## src/rtl/multiplexed_display_capture_top_macros.svh

```systemverilog
// assertion macros for the display capture rtl
// expects clk and rst_n in scope at the point of use

`ifndef MULTIPLEXED_DISPLAY_CAPTURE_TOP_MACROS_SVH
`define MULTIPLEXED_DISPLAY_CAPTURE_TOP_MACROS_SVH

// same-cycle implication, off during reset
`define MDC_ASSERT_NOW(label, ante, cons, msg) \
    label: assert property (@(posedge clk) disable iff (!rst_n) (ante) |-> (cons)) \
        else $error(msg);

// next-cycle implication, off during reset
`define MDC_ASSERT_NEXT(label, ante, cons, msg) \
    label: assert property (@(posedge clk) disable iff (!rst_n) (ante) |=> (cons)) \
        else $error(msg);

`endif

```

## src/rtl/mdc_pkg.sv

```systemverilog
// shared types, constants and decode functions for the display capture block
// no dependencies
`timescale 1ns / 1ps

package mdc_pkg;

    localparam int NUM_DIGITS = 8;
    localparam int CODE_W     = 4;
    localparam int SEL_W      = 8;
    localparam int SEG_W      = 7;
    localparam int CHAR_W     = 7;
    localparam int LIMIT_W    = 14;
    localparam int IDX_W      = 3;
    localparam int POS_W      = 4;

    localparam logic [LIMIT_W-1:0] LIMIT_RESET = 14'd10000;
    localparam logic [CODE_W-1:0]  BLANK_CODE  = 4'd15;
    localparam logic [CODE_W-1:0]  NUM_NUMERALS = 4'd10;
    localparam logic [IDX_W-1:0]   LAST_DIGIT  = 3'd7;
    localparam logic [POS_W-1:0]   POS_LAST    = 4'd12;
    localparam logic [SEL_W-1:0]   FIRST_SEL   = 8'h80;

    localparam logic [CHAR_W-1:0] CH_ZERO   = 7'h30;
    localparam logic [CHAR_W-1:0] CH_SPACE  = 7'h20;
    localparam logic [CHAR_W-1:0] CH_PERIOD = 7'h2E;
    localparam logic [CHAR_W-1:0] CH_COMMA  = 7'h2C;
    localparam logic [CHAR_W-1:0] CH_LF     = 7'h0A;
    localparam logic [CHAR_W-1:0] CH_CR     = 7'h0D;

    // active-low segment patterns, a..g in bits 6..0, numerals 0..9
    localparam logic [SEG_W-1:0] NUMERAL_PATTERN [10] = '{
        7'h01, 7'h4F, 7'h12, 7'h06, 7'h4C, 7'h24, 7'h20, 7'h0F, 7'h00, 7'h04
    };

    typedef logic [NUM_DIGITS-1:0][CODE_W-1:0] line_t;

    typedef struct packed {
        logic  valid;
        line_t line;
    } line_xfer_t;

    typedef enum logic {
        BK_IDLE,
        BK_EMIT
    } back_state_t;

    function automatic logic [CODE_W-1:0] seg_decode(input logic [SEG_W-1:0] seg);
        logic [CODE_W-1:0] code;
        code = BLANK_CODE;
        for (int k = 0; k < 10; k++) begin
            if (seg == NUMERAL_PATTERN[k]) begin
                code = CODE_W'(k);
            end
        end
        return code;
    endfunction

    function automatic logic [CHAR_W-1:0] code_char(input logic [CODE_W-1:0] code);
        logic [CHAR_W-1:0] ch;
        if (code < NUM_NUMERALS) begin
            ch = CH_ZERO + {{(CHAR_W-CODE_W){1'b0}}, code};
        end else begin
            ch = CH_SPACE;
        end
        return ch;
    endfunction

    // text layout: dd.dd,ddd.d lf cr
    function automatic logic [CHAR_W-1:0] char_at(input line_t line,
                                                  input logic [POS_W-1:0] pos);
        logic [CHAR_W-1:0] ch;
        case (pos)
            4'd0:    ch = code_char(line[0]);
            4'd1:    ch = code_char(line[1]);
            4'd2:    ch = CH_PERIOD;
            4'd3:    ch = code_char(line[2]);
            4'd4:    ch = code_char(line[3]);
            4'd5:    ch = CH_COMMA;
            4'd6:    ch = code_char(line[4]);
            4'd7:    ch = code_char(line[5]);
            4'd8:    ch = code_char(line[6]);
            4'd9:    ch = CH_PERIOD;
            4'd10:   ch = code_char(line[7]);
            4'd11:   ch = CH_LF;
            4'd12:   ch = CH_CR;
            default: ch = CH_SPACE;
        endcase
        return ch;
    endfunction

endpackage

```

## src/rtl/mdc_front.sv

```systemverilog
// front end: takes display snapshots, matches digits, builds one line record
// depends on mdc_pkg
`timescale 1ns / 1ps

module mdc_front (
    input  logic                            clk,
    input  logic                            rst_n,
    input  logic                            cfg_valid,
    output logic                            cfg_ready,
    input  logic [mdc_pkg::LIMIT_W-1:0]     cfg_data,
    input  logic                            in_valid,
    output logic                            in_ready,
    input  logic [mdc_pkg::SEL_W-1:0]       digit_select,
    input  logic [mdc_pkg::SEG_W-1:0]       segment_lines,
    output mdc_pkg::line_xfer_t             push,
    input  logic                            push_ready
);
    import mdc_pkg::*;

    line_t                sample_store_reg;
    logic [IDX_W-1:0]     digit_index_reg;
    logic [LIMIT_W-1:0]   sample_count_reg;
    logic [LIMIT_W-1:0]   sample_limit_reg;

    logic [SEL_W-1:0]     target;
    logic [CODE_W-1:0]    code;
    logic                 match;
    logic [LIMIT_W-1:0]   count_inc;
    logic                 advance;
    logic                 line_done;
    logic                 accept;
    line_t                line_now;

    assign cfg_ready = 1'b1;
    assign in_ready  = push_ready;
    assign accept    = in_valid && in_ready;

    always_comb
    begin
        target    = FIRST_SEL >> digit_index_reg;
        code      = seg_decode(segment_lines);
        match     = (digit_select == target) && (code != BLANK_CODE);
        count_inc = sample_count_reg + 1'b1;
        advance   = match || (count_inc >= sample_limit_reg);
        line_done = advance && (digit_index_reg == LAST_DIGIT);
        // store contents including this sample's numeral when it matches
        line_now  = sample_store_reg;
        if (match)
        begin
            line_now[digit_index_reg] = code;
        end
        push.valid = accept && line_done;
        push.line  = line_now;
    end

    always_ff @(posedge clk or negedge rst_n)
    begin
        if (!rst_n)
        begin
            sample_limit_reg <= LIMIT_RESET;
        end
        else if (cfg_valid && cfg_ready)
        begin
            sample_limit_reg <= cfg_data;
        end
    end

    always_ff @(posedge clk or negedge rst_n)
    begin
        if (!rst_n)
        begin
            sample_store_reg <= {NUM_DIGITS{BLANK_CODE}};
            digit_index_reg  <= '0;
            sample_count_reg <= '0;
        end
        else if (accept)
        begin
            if (line_done)
            begin
                sample_store_reg <= {NUM_DIGITS{BLANK_CODE}};
            end
            else
            begin
                sample_store_reg <= line_now;
            end
            if (advance)
            begin
                sample_count_reg <= '0;
                digit_index_reg  <= digit_index_reg + 1'b1;
            end
            else
            begin
                sample_count_reg <= count_inc;
            end
        end
    end

endmodule

```

## src/rtl/mdc_line_fifo.sv

```systemverilog
// two-entry queue of line records between front and back
// depends on mdc_pkg
`timescale 1ns / 1ps

module mdc_line_fifo (
    input  logic                 clk,
    input  logic                 rst_n,
    input  mdc_pkg::line_xfer_t  wr,
    output logic                 wr_ready,
    output mdc_pkg::line_xfer_t  rd,
    input  logic                 rd_ready
);
    import mdc_pkg::*;

    line_t       mem_reg [2];
    logic        wr_ptr_reg;
    logic        rd_ptr_reg;
    logic [1:0]  count_reg;
    logic        do_wr;
    logic        do_rd;

    assign wr_ready = (count_reg != 2'd2);
    assign do_wr    = wr.valid && wr_ready;
    assign rd.valid = (count_reg != 2'd0);
    assign rd.line  = mem_reg[rd_ptr_reg];
    assign do_rd    = rd.valid && rd_ready;

    always_ff @(posedge clk)
    begin
        if (do_wr)
        begin
            mem_reg[wr_ptr_reg] <= wr.line;
        end
    end

    always_ff @(posedge clk or negedge rst_n)
    begin
        if (!rst_n)
        begin
            wr_ptr_reg <= 1'b0;
            rd_ptr_reg <= 1'b0;
            count_reg  <= '0;
        end
        else
        begin
            if (do_wr)
            begin
                wr_ptr_reg <= ~wr_ptr_reg;
            end
            if (do_rd)
            begin
                rd_ptr_reg <= ~rd_ptr_reg;
            end
            if (do_wr && !do_rd)
            begin
                count_reg <= count_reg + 1'b1;
            end
            else if (do_rd && !do_wr)
            begin
                count_reg <= count_reg - 1'b1;
            end
        end
    end

endmodule

```

## src/rtl/mdc_back.sv

```systemverilog
// back end: turns a line record into thirteen text characters, one per cycle unless the output stalls
// depends on mdc_pkg and the assertion macro header
`timescale 1ns / 1ps
`include "multiplexed_display_capture_top_macros.svh"

module mdc_back (
    input  logic                          clk,
    input  logic                          rst_n,
    input  mdc_pkg::line_xfer_t           line_in,
    output logic                          line_ready,
    output logic                          out_valid,
    input  logic                          out_ready,
    output logic [mdc_pkg::CHAR_W-1:0]    out_char,
    output logic                          last
);
    import mdc_pkg::*;

    back_state_t          state_reg;
    back_state_t          state_next;
    line_t                line_reg;
    logic [POS_W-1:0]     pos_reg;
    logic                 out_valid_reg;
    logic [CHAR_W-1:0]    out_char_reg;
    logic                 last_reg;

    logic                 adv;
    logic                 at_end;
    logic                 load;

    assign adv    = !out_valid_reg || out_ready;
    assign at_end = (pos_reg == POS_LAST);

    always_comb
    begin
        state_next = state_reg;
        case (state_reg)
            BK_IDLE:
            begin
                if (line_in.valid)
                begin
                    state_next = BK_EMIT;
                end
            end
            BK_EMIT:
            begin
                if (adv && at_end && !line_in.valid)
                begin
                    state_next = BK_IDLE;
                end
            end
            default: state_next = BK_IDLE;
        endcase
    end

    // next line may be taken while the cr of the current one goes out
    always_comb
    begin
        case (state_reg)
            BK_IDLE: line_ready = 1'b1;
            BK_EMIT: line_ready = adv && at_end;
            default: line_ready = 1'b0;
        endcase
        load = line_in.valid && line_ready;
    end

    always_ff @(posedge clk or negedge rst_n)
    begin
        if (!rst_n)
        begin
            state_reg     <= BK_IDLE;
            pos_reg       <= '0;
            out_valid_reg <= 1'b0;
        end
        else
        begin
            state_reg <= state_next;
            if (load)
            begin
                pos_reg <= '0;
            end
            else if ((state_reg == BK_EMIT) && adv && !at_end)
            begin
                pos_reg <= pos_reg + 1'b1;
            end
            if (adv)
            begin
                out_valid_reg <= (state_reg == BK_EMIT);
            end
        end
    end

    always_ff @(posedge clk)
    begin
        if (load)
        begin
            line_reg <= line_in.line;
        end
        if (adv)
        begin
            out_char_reg <= char_at(line_reg, pos_reg);
            last_reg     <= at_end;
        end
    end

    assign out_valid = out_valid_reg;
    assign out_char  = out_char_reg;
    assign last      = last_reg;

    `MDC_ASSERT_NOW(a_last_is_cr, out_valid_reg && last_reg, out_char_reg == CH_CR, "last without cr")
    `MDC_ASSERT_NOW(a_cr_is_last, out_valid_reg && (out_char_reg == CH_CR), last_reg, "cr without last")
    `MDC_ASSERT_NOW(a_pos_range, state_reg == BK_EMIT, pos_reg <= POS_LAST, "char position out of range")
    `MDC_ASSERT_NEXT(a_load_starts, load, (state_reg == BK_EMIT) && (pos_reg == '0), "line load did not start")

endmodule

```

## src/rtl/multiplexed_display_capture_top.sv

```systemverilog
// a finished line passes the line queue, the back line register and the output register
// throughput: one snapshot and one character per cycle unless stalled, thirteen per line
// input stalls only while two finished lines wait in the two-entry line queue
// reset: asynchronous active-low; store blank, digit 1 sought, sample limit 10000
// depends on mdc_pkg, mdc_front, mdc_line_fifo, mdc_back
`timescale 1ns / 1ps

module multiplexed_display_capture_top (
    input  logic                            clk,
    input  logic                            rst_n,
    input  logic                            cfg_valid,
    output logic                            cfg_ready,
    input  logic [mdc_pkg::LIMIT_W-1:0]     cfg_data,
    input  logic                            in_valid,
    output logic                            in_ready,
    input  logic [mdc_pkg::SEL_W-1:0]       digit_select,
    input  logic [mdc_pkg::SEG_W-1:0]       segment_lines,
    output logic                            out_valid,
    input  logic                            out_ready,
    output logic [mdc_pkg::CHAR_W-1:0]      out_char,
    output logic                            last
);
    import mdc_pkg::*;

    line_xfer_t push;
    logic       push_ready;
    line_xfer_t pop;
    logic       pop_ready;

    mdc_front u_front (
        .clk           (clk),
        .rst_n         (rst_n),
        .cfg_valid     (cfg_valid),
        .cfg_ready     (cfg_ready),
        .cfg_data      (cfg_data),
        .in_valid      (in_valid),
        .in_ready      (in_ready),
        .digit_select  (digit_select),
        .segment_lines (segment_lines),
        .push          (push),
        .push_ready    (push_ready)
    );

    mdc_line_fifo u_fifo (
        .clk      (clk),
        .rst_n    (rst_n),
        .wr       (push),
        .wr_ready (push_ready),
        .rd       (pop),
        .rd_ready (pop_ready)
    );

    mdc_back u_back (
        .clk        (clk),
        .rst_n      (rst_n),
        .line_in    (pop),
        .line_ready (pop_ready),
        .out_valid  (out_valid),
        .out_ready  (out_ready),
        .out_char   (out_char),
        .last       (last)
    );

endmodule
```

## config.mk

```make
export PLATFORM = sky130hd
export DESIGN_NAME = multiplexed_display_capture_top
export DESIGN_NICKNAME = d
export VERILOG_FILES = /design/src/rtl/mdc_pkg.sv /design/src/rtl/mdc_front.sv /design/src/rtl/mdc_line_fifo.sv /design/src/rtl/mdc_back.sv /design/src/rtl/multiplexed_display_capture_top.sv
export VERILOG_INCLUDE_DIRS = /design/src /design/src/rtl
export SDC_FILE = /design/constraint.sdc
export NUM_CORES = 1
export LEC_CHECK = 0
export BUFFER_PORTS_ARGS = -buffer_cell sky130_fd_sc_hd__buf_2
export CAP_MARGIN = 15
export CELL_PAD_IN_SITES_DETAIL_PLACEMENT = 1
export CELL_PAD_IN_SITES_GLOBAL_PLACEMENT = 1
export CORE_MARGIN = 10
export CORE_UTILIZATION = 35
export DETAILED_ROUTE_END_ITERATION = 8
export GPL_TIMING_DRIVEN = 0
export PLACE_DENSITY = 0.68
export SLEW_MARGIN = 20
export SYNTH_ARGS = -nofsm -noshare
export SYNTH_HDL_FRONTEND = slang
export SYNTH_SLANG_ARGS = --single-unit
```

## constraint.sdc

```tcl
create_clock -name clk -period 4.5 [get_ports clk]
set_input_delay 0.9 -clock clk [delete_from_list [all_inputs] [get_ports clk]]
set_output_delay 0.9 -clock clk [all_outputs]
set_load 0.02 [all_outputs]
```

# After elaboration in Yosys (flattened, before gate mapping)
# Memories as Yosys holds them, arrays and structs flattened. A register that Yosys moved wholly into a read port is not among the register bits.
# Cells that the tools add are included.
dict set report word_totals {
  word_cells 135
  reg_bits 81
  n_memories 1
  in_bits 34
  mem_bits_rw 64
}
# name words word_bits rd rd_clocked_by_memory_dff wr line
set mem_list {}
lappend mem_list {u_fifo.mem_reg 2 32 1 1 1 mdc_line_fifo.sv:15} ;# line_t mem_reg [2];
dict set report op_classes {
  n_reduce_logical 27
  n_eq_ne 25
  n_addsub 13
  order_cmp 11
  bitwise 3
  shift 1
  muxes 35
}
# operator n
set op_table {}
lappend op_table {{$pmux W7 S12} 1}
lappend op_table {{$mux W32} 2}
lappend op_table {{$add A6 B4 Y7 const A} 8}
lappend op_table {{$mux W7} 8}
lappend op_table {{$mux W4} 13}
lappend op_table {{$bwmux W32} 1}
lappend op_table {{$lt A4 B4 Y1 const B} 8}
lappend op_table {{$eq A4 B4 Y1 const B} 5}
lappend op_table {{$eq A4 B3 Y1 const B} 4}
lappend op_table {{$add A14 B1 Y14 const B} 1}
lappend op_table {{$eq A7 B3 Y1 const B} 2}
lappend op_table {{$eq A7 B6 Y1 const B} 2}
lappend op_table {{$eq A7 B7 Y1 const B} 2}
lappend op_table {{$ge A14 B14 Y1} 1}
lappend op_table {{$mux W14} 1}
lappend op_table {{$logic_and A1 B1 Y1} 13}
lappend op_table {{$demux W4 S3} 1}
lappend op_table {{$eq A4 B2 Y1 const B} 2}
lappend op_table {{$eq A8 B8 Y1} 1}
lappend op_table {{$shr A8 B3 Y8 const A} 1}
lappend op_table {{$eq A7 B1 Y1 const B} 1}
lappend op_table {{$eq A7 B4 Y1 const B} 1}
lappend op_table {{$eq A7 B5 Y1 const B} 1}
lappend op_table {{$logic_not A7 Y1} 1}
lappend op_table {{other kinds (20)} 34}

# Logic depth before layout (Yosys ltp)
dict set report logic_depth {
  ltp_word 21
  depth_mapped 15
  ltp_nobuf 15
}

# Cells and area by module
# From an unflattened synthesis, not the netlist that was laid out.
dict set report hier_totals {
  cells_unflattened 757
  hier_area_um2 9132.5
}
# mod cells_each n_inst area_per_inst_um2
set by_module_without_submodules {}
lappend by_module_without_submodules {mdc_front 482 1 4369.2}
lappend by_module_without_submodules {mdc_line_fifo 118 1 2658.8}
lappend by_module_without_submodules {mdc_back 157 1 2104.5}

# Worst setup path before layout
# No wires, ideal clock.
dict set report synth_timing {
  path_kind {input-to-reg}
  from {input port segment_lines[2] (netlist name)}
  to {memory u_fifo.mem_reg[0][0] (netlist name), enable pin}
  cell_stages 9
  required_time_ns 4.075
  slack_ns 0.113
  arrival_ns 3.962
  path_buffers 3
  cell_sequence {buf_2 > or2_2 > a211oi_1 > nor3b_1 > buf_2 > and2_1 > buf_2 > o32ai_4 > nor2b_1}
}
dict set report synth_between {
  elab_chain_cells 19
  elab_cells_between_ends 28
  cone_classes {eq/ne (10); mux (12); reduce/logical (6)}
}
# item line
set synth_rtl {}
lappend synth_rtl {{start: declaration} multiplexed_display_capture_top.sv:17} ;# input logic [mdc_pkg::SEG_W-1:0] segment_lines,
lappend synth_rtl {{$eq A7 B1 Y1} mdc_pkg.sv:51} ;# if (seg == NUMERAL_PATTERN[k]) begin
lappend synth_rtl {{$mux W4 (9 in a row)} mdc_pkg.sv:51}
lappend synth_rtl {{$mux W4 *} mdc_pkg.sv:51}
lappend synth_rtl {{$ne A4 B4 Y1 *} mdc_front.sv:42} ;# match = (digit_select == target) && (code != BLANK_CODE);
lappend synth_rtl {{$logic_and A1 B1 Y1 *} mdc_front.sv:42}
lappend synth_rtl {{$logic_or A1 B1 Y1 *} mdc_front.sv:44} ;# advance = match || (count_inc >= sample_limit_reg);
lappend synth_rtl {{$logic_and A1 B1 Y1 *} mdc_front.sv:45} ;# line_done = advance && (digit_index_reg == LAST_DIGIT);
lappend synth_rtl {{$logic_and A1 B1 Y1 *} mdc_front.sv:52} ;# push.valid = accept && line_done;
lappend synth_rtl {{$logic_and A1 B1 Y1 *} mdc_line_fifo.sv:23} ;# assign do_wr = wr.valid && wr_ready;
lappend synth_rtl {{$mux W1 *} mdc_line_fifo.sv:30} ;# if (do_wr)
lappend synth_rtl {{$mux W1 (not written as such) *} mdc_line_fifo.sv:32} ;# mem_reg[wr_ptr_reg] <= wr.line;
lappend synth_rtl {{end: declaration} mdc_line_fifo.sv:15}
# Every way passes the cells marked *; elsewhere a longest branch is shown, timed or not.

# Final worst setup path
dict set report layout_timing {
  from {register u_front.digit_index_reg[1]}
  to {memory u_fifo.mem_reg[0][20] (netlist name), enable pin}
}
dict set report layout_between {
  elab_chain_cells 9
  elab_cells_between_ends 10
  cone_classes {eq/ne (2); shift (1); mux (2); reduce/logical (5)}
}
# item line
set layout_rtl {}
lappend layout_rtl {{start: declaration} mdc_front.sv:21} ;# logic [IDX_W-1:0] digit_index_reg;
lappend layout_rtl {{start signal: assignment} mdc_front.sv:89} ;# digit_index_reg <= digit_index_reg + 1'b1;
lappend layout_rtl {{$shr A8 B3 Y8} mdc_front.sv:40} ;# target = FIRST_SEL >> digit_index_reg;
lappend layout_rtl {{$eq A8 B8 Y1} mdc_front.sv:42}
lappend layout_rtl {{$logic_and A1 B1 Y1} mdc_front.sv:42}
lappend layout_rtl {{$logic_or A1 B1 Y1} mdc_front.sv:44}
lappend layout_rtl {{$logic_and A1 B1 Y1 *} mdc_front.sv:45}
lappend layout_rtl {{$logic_and A1 B1 Y1 *} mdc_front.sv:52}
lappend layout_rtl {{$logic_and A1 B1 Y1 *} mdc_line_fifo.sv:23}
lappend layout_rtl {{$mux W1 *} mdc_line_fifo.sv:30}
lappend layout_rtl {{$mux W1 (not written as such) *} mdc_line_fifo.sv:32}
# Marks and branches as above.

==> out/summary.txt <==
met3 Usage GRT -> 0.02691
pwr dens -> 445.5 nW/um^2
Final Util -> 0.4086
Syn-to-layout area delta -> 14.32%
worst-path maximum fanout -> 18
syn_nets -> 840
commonest non-fill, non-tap cell in the layout -> edfxtp_1
first-pass detailed-route iteration total -> 7
synth unique cells -> 68
Die Height -> 180.6 um
Final setup viols -> 0
Nets -> 901
R2R depth -> 11
io pins -> 45
max FFs per register -> 64
met1 Track Usage GR -> 0.1759
share of Yosys cell area claimed by the top area cell type -> 0.3427
largest family of logic cells by synthesized area -> simple AND/OR/NAND/NOR gates
crit path DAT -> 4110 ps
CTS Buf Count -> 17
cell area after synthesis -> 9026 sq um
startpoint types -> register
number of synthesized flops with an enable pin -> 103
Yosys warning count -> 0
crit path time final -> 3973 ps
DRT Wirelength -> 22090 um
DRT iter0 DRCs -> 315
CP Data Required Time -> 4640 ps
Die ar. -> 32610 sq um
largest net degree at the start of global routing -> 46
crit end category -> register
PnR worst setup slack -> 527.2 ps
status -> completed
skew final -> 26.57 ps
max_cap viols -> 0
num rows -> 58
Post-Synth XOR/XNOR Area -> 0.02329
Pleak -> 3.987 nW
Max Freq -> 0.2517 GHz
Syn Inst Count -> 780
multiplexer share of the synthesized area -> 0.08331
H-tree depth -> 4
pre-CTS setup slack -> 427.5 ps
Synth area leader -> edfxtp_1
wire per inst -> 18.66 um
maximum VDD drop -> 0.2966 mV
RSZ-0062 raised after global routing -> false
clk buf depth -> 2
Power Total -> 4.597 mW
layout cell share with drive strength beyond 1 -> 0.2319
first-pass GRT wire length -> 36080 um
Final Hold Fails -> 0
clk_lat worst skew -> 450 ps
clk slew on worst S/H paths -> 70 ps
core area -> 25250 sq um
worst-margin pin slew -> 907.6 ps
top post-synthesis cells by area -> edfxtp_1, dfstp_2, dfrtp_1
CP Capture Point -> u_fifo.mem_reg[0][20]
Post-synth top flop -> edfxtp_1
Overflow after GRT -> 0
CP Class -> register to register
Vias -> 6238
Starting Density -> 0.3574
fin cells -> 1184
Inserted Diodes -> 0
DP Cell Count -> 1152
max-slew violations -> 0
Post-Synth Simple-Gate Area -> 0.1407
total track usage -> 0.1361
clock sinks -> 176
drt drc -> 0
detailed placement HPWL -> 16370 um
Via density -> 5.269
Hold Path Class -> input pin to asynchronous set/reset pin
post-synthesis sequential area ratio -> 0.5502
vias in the first global route -> 6626
Yosys reg bits -> 176
Tcrit/Tclk final -> 0.8828
post-synthesis async set-or-reset flop share -> 0.4148
post-CTS setup buffers -> 0
post-synthesis adder-cell area fraction -> 0.03604
placer congestion estimate -> 0.8801
Mean Syn Cell Area -> 11.57 sq um
GR Util met2 -> 0.2224
gr busiest metal -> met2
die width -> 180.6 um
hold_buf cts -> 0
Compound-Gate Fraction of Synth Area -> 0.1268
R2R Path End -> u_fifo.mem_reg[0][20]
most frequent cells in the layout -> edfxtp_1, nand2_1, mux2_2
Clock Root Buffer -> clkbuf_16
relative slew slack -> 0.3903
Post-CTS Resized -> 0
TritonCTS clock tree -> done
CP startpoint -> u_front.digit_index_reg[1]
RR Startpoint -> u_front.digit_index_reg[1]
Routed Antenna Nets -> 0
Worst R2R Setup Slack -> 530 ps
# port buffers -> 38
initial antenna violation count -> 0
## report_power, final
group          internal, mW  switching (mW)  total, mW
combinational         0.450           0.763       1.21
clock                 0.732           0.686       1.42
sequential             1.86           0.106       1.97
total                  3.04            1.55       4.60
## cell type report
cell class                 instances  area, sq um
buffer                            40        188.9
clock buffer                      17        425.4
clock inverter                    15        138.9
fill                            2766        14940
inverter                          43        161.4
multi-input combinational        521         3730
sequential                       176         4966
tap                              330        412.9
timing repair buffer              42        295.3
## per-stage QoR
step | hold slack (ps) | cell area, sq um | TNS [ps]
after floorplan | 455.5 | 9026 | 0
after global placement | 474.6 | 9629 | -37760
after detailed placement | 502.1 | 9754 | 0
after CTS | 481.0 | 10320 | 0
after global routing | 501.8 | 10320 | 0
final | 471.7 | 10320 | 0
## critical path, stage by stage (launching register included)
cell and delay, ps:
dfrtp_1 370, clkbuf_1 340, inv_1 230, ha_1 270, nor2b_1 160, a2111oi_4 360
o2111ai_1 240, or2_1 290, buf_2 190, o32ai_4 410, nor2b_4 560, buf_16 220
## kinds of logic after synthesis
group | after synthesis
and+or+nand+nor | 242
DFF | 176
AOI/OAI and AO/OA | 159
buffers and inverters | 83
muxes | 68
adders and majority gates | 26
xor gates and xnor gates | 24
other | 2
## Yosys cell counts, drive strengths merged, types with 10 or more instances
library cell and n:
nand3 17, xnor2 13, nand2b 10, a21o 17
mux2i 11, edfxtp 103, ha 26, dfstp 37
or3 11, or4 11, nand2 71, a31oi 10
clkbuf 26, nor2 44, o21ai 51, inv 43
xor2 11, dfrtp 36, nor3 26, mux2 57
buf 14, a21oi 10, o31ai 18
## per-layer routing
layer,vias to the layer above,routed length (um)
met5,-,0
met3,34,638
met1,3091,10360
met2,105,10650
li1,3008,-
met4,0,439
## how the worst min path moves through the flow
stage | from | to | cells past startpoint
after detailed placement | u_front.sample_count_reg[13] | u_front.sample_count_reg[13] | 2
after global placement | u_fifo.wr_ptr_reg | u_fifo.wr_ptr_reg | 1
after floorplan | u_fifo.wr_ptr_reg | u_fifo.wr_ptr_reg | 1
after CTS | rst_n | u_back.pos_reg[0] | 1
after global routing | rst_n | u_back.pos_reg[0] | 1
final | rst_n | u_back.out_valid | 1
Note: power is estimated with default switching activity, not from simulation.
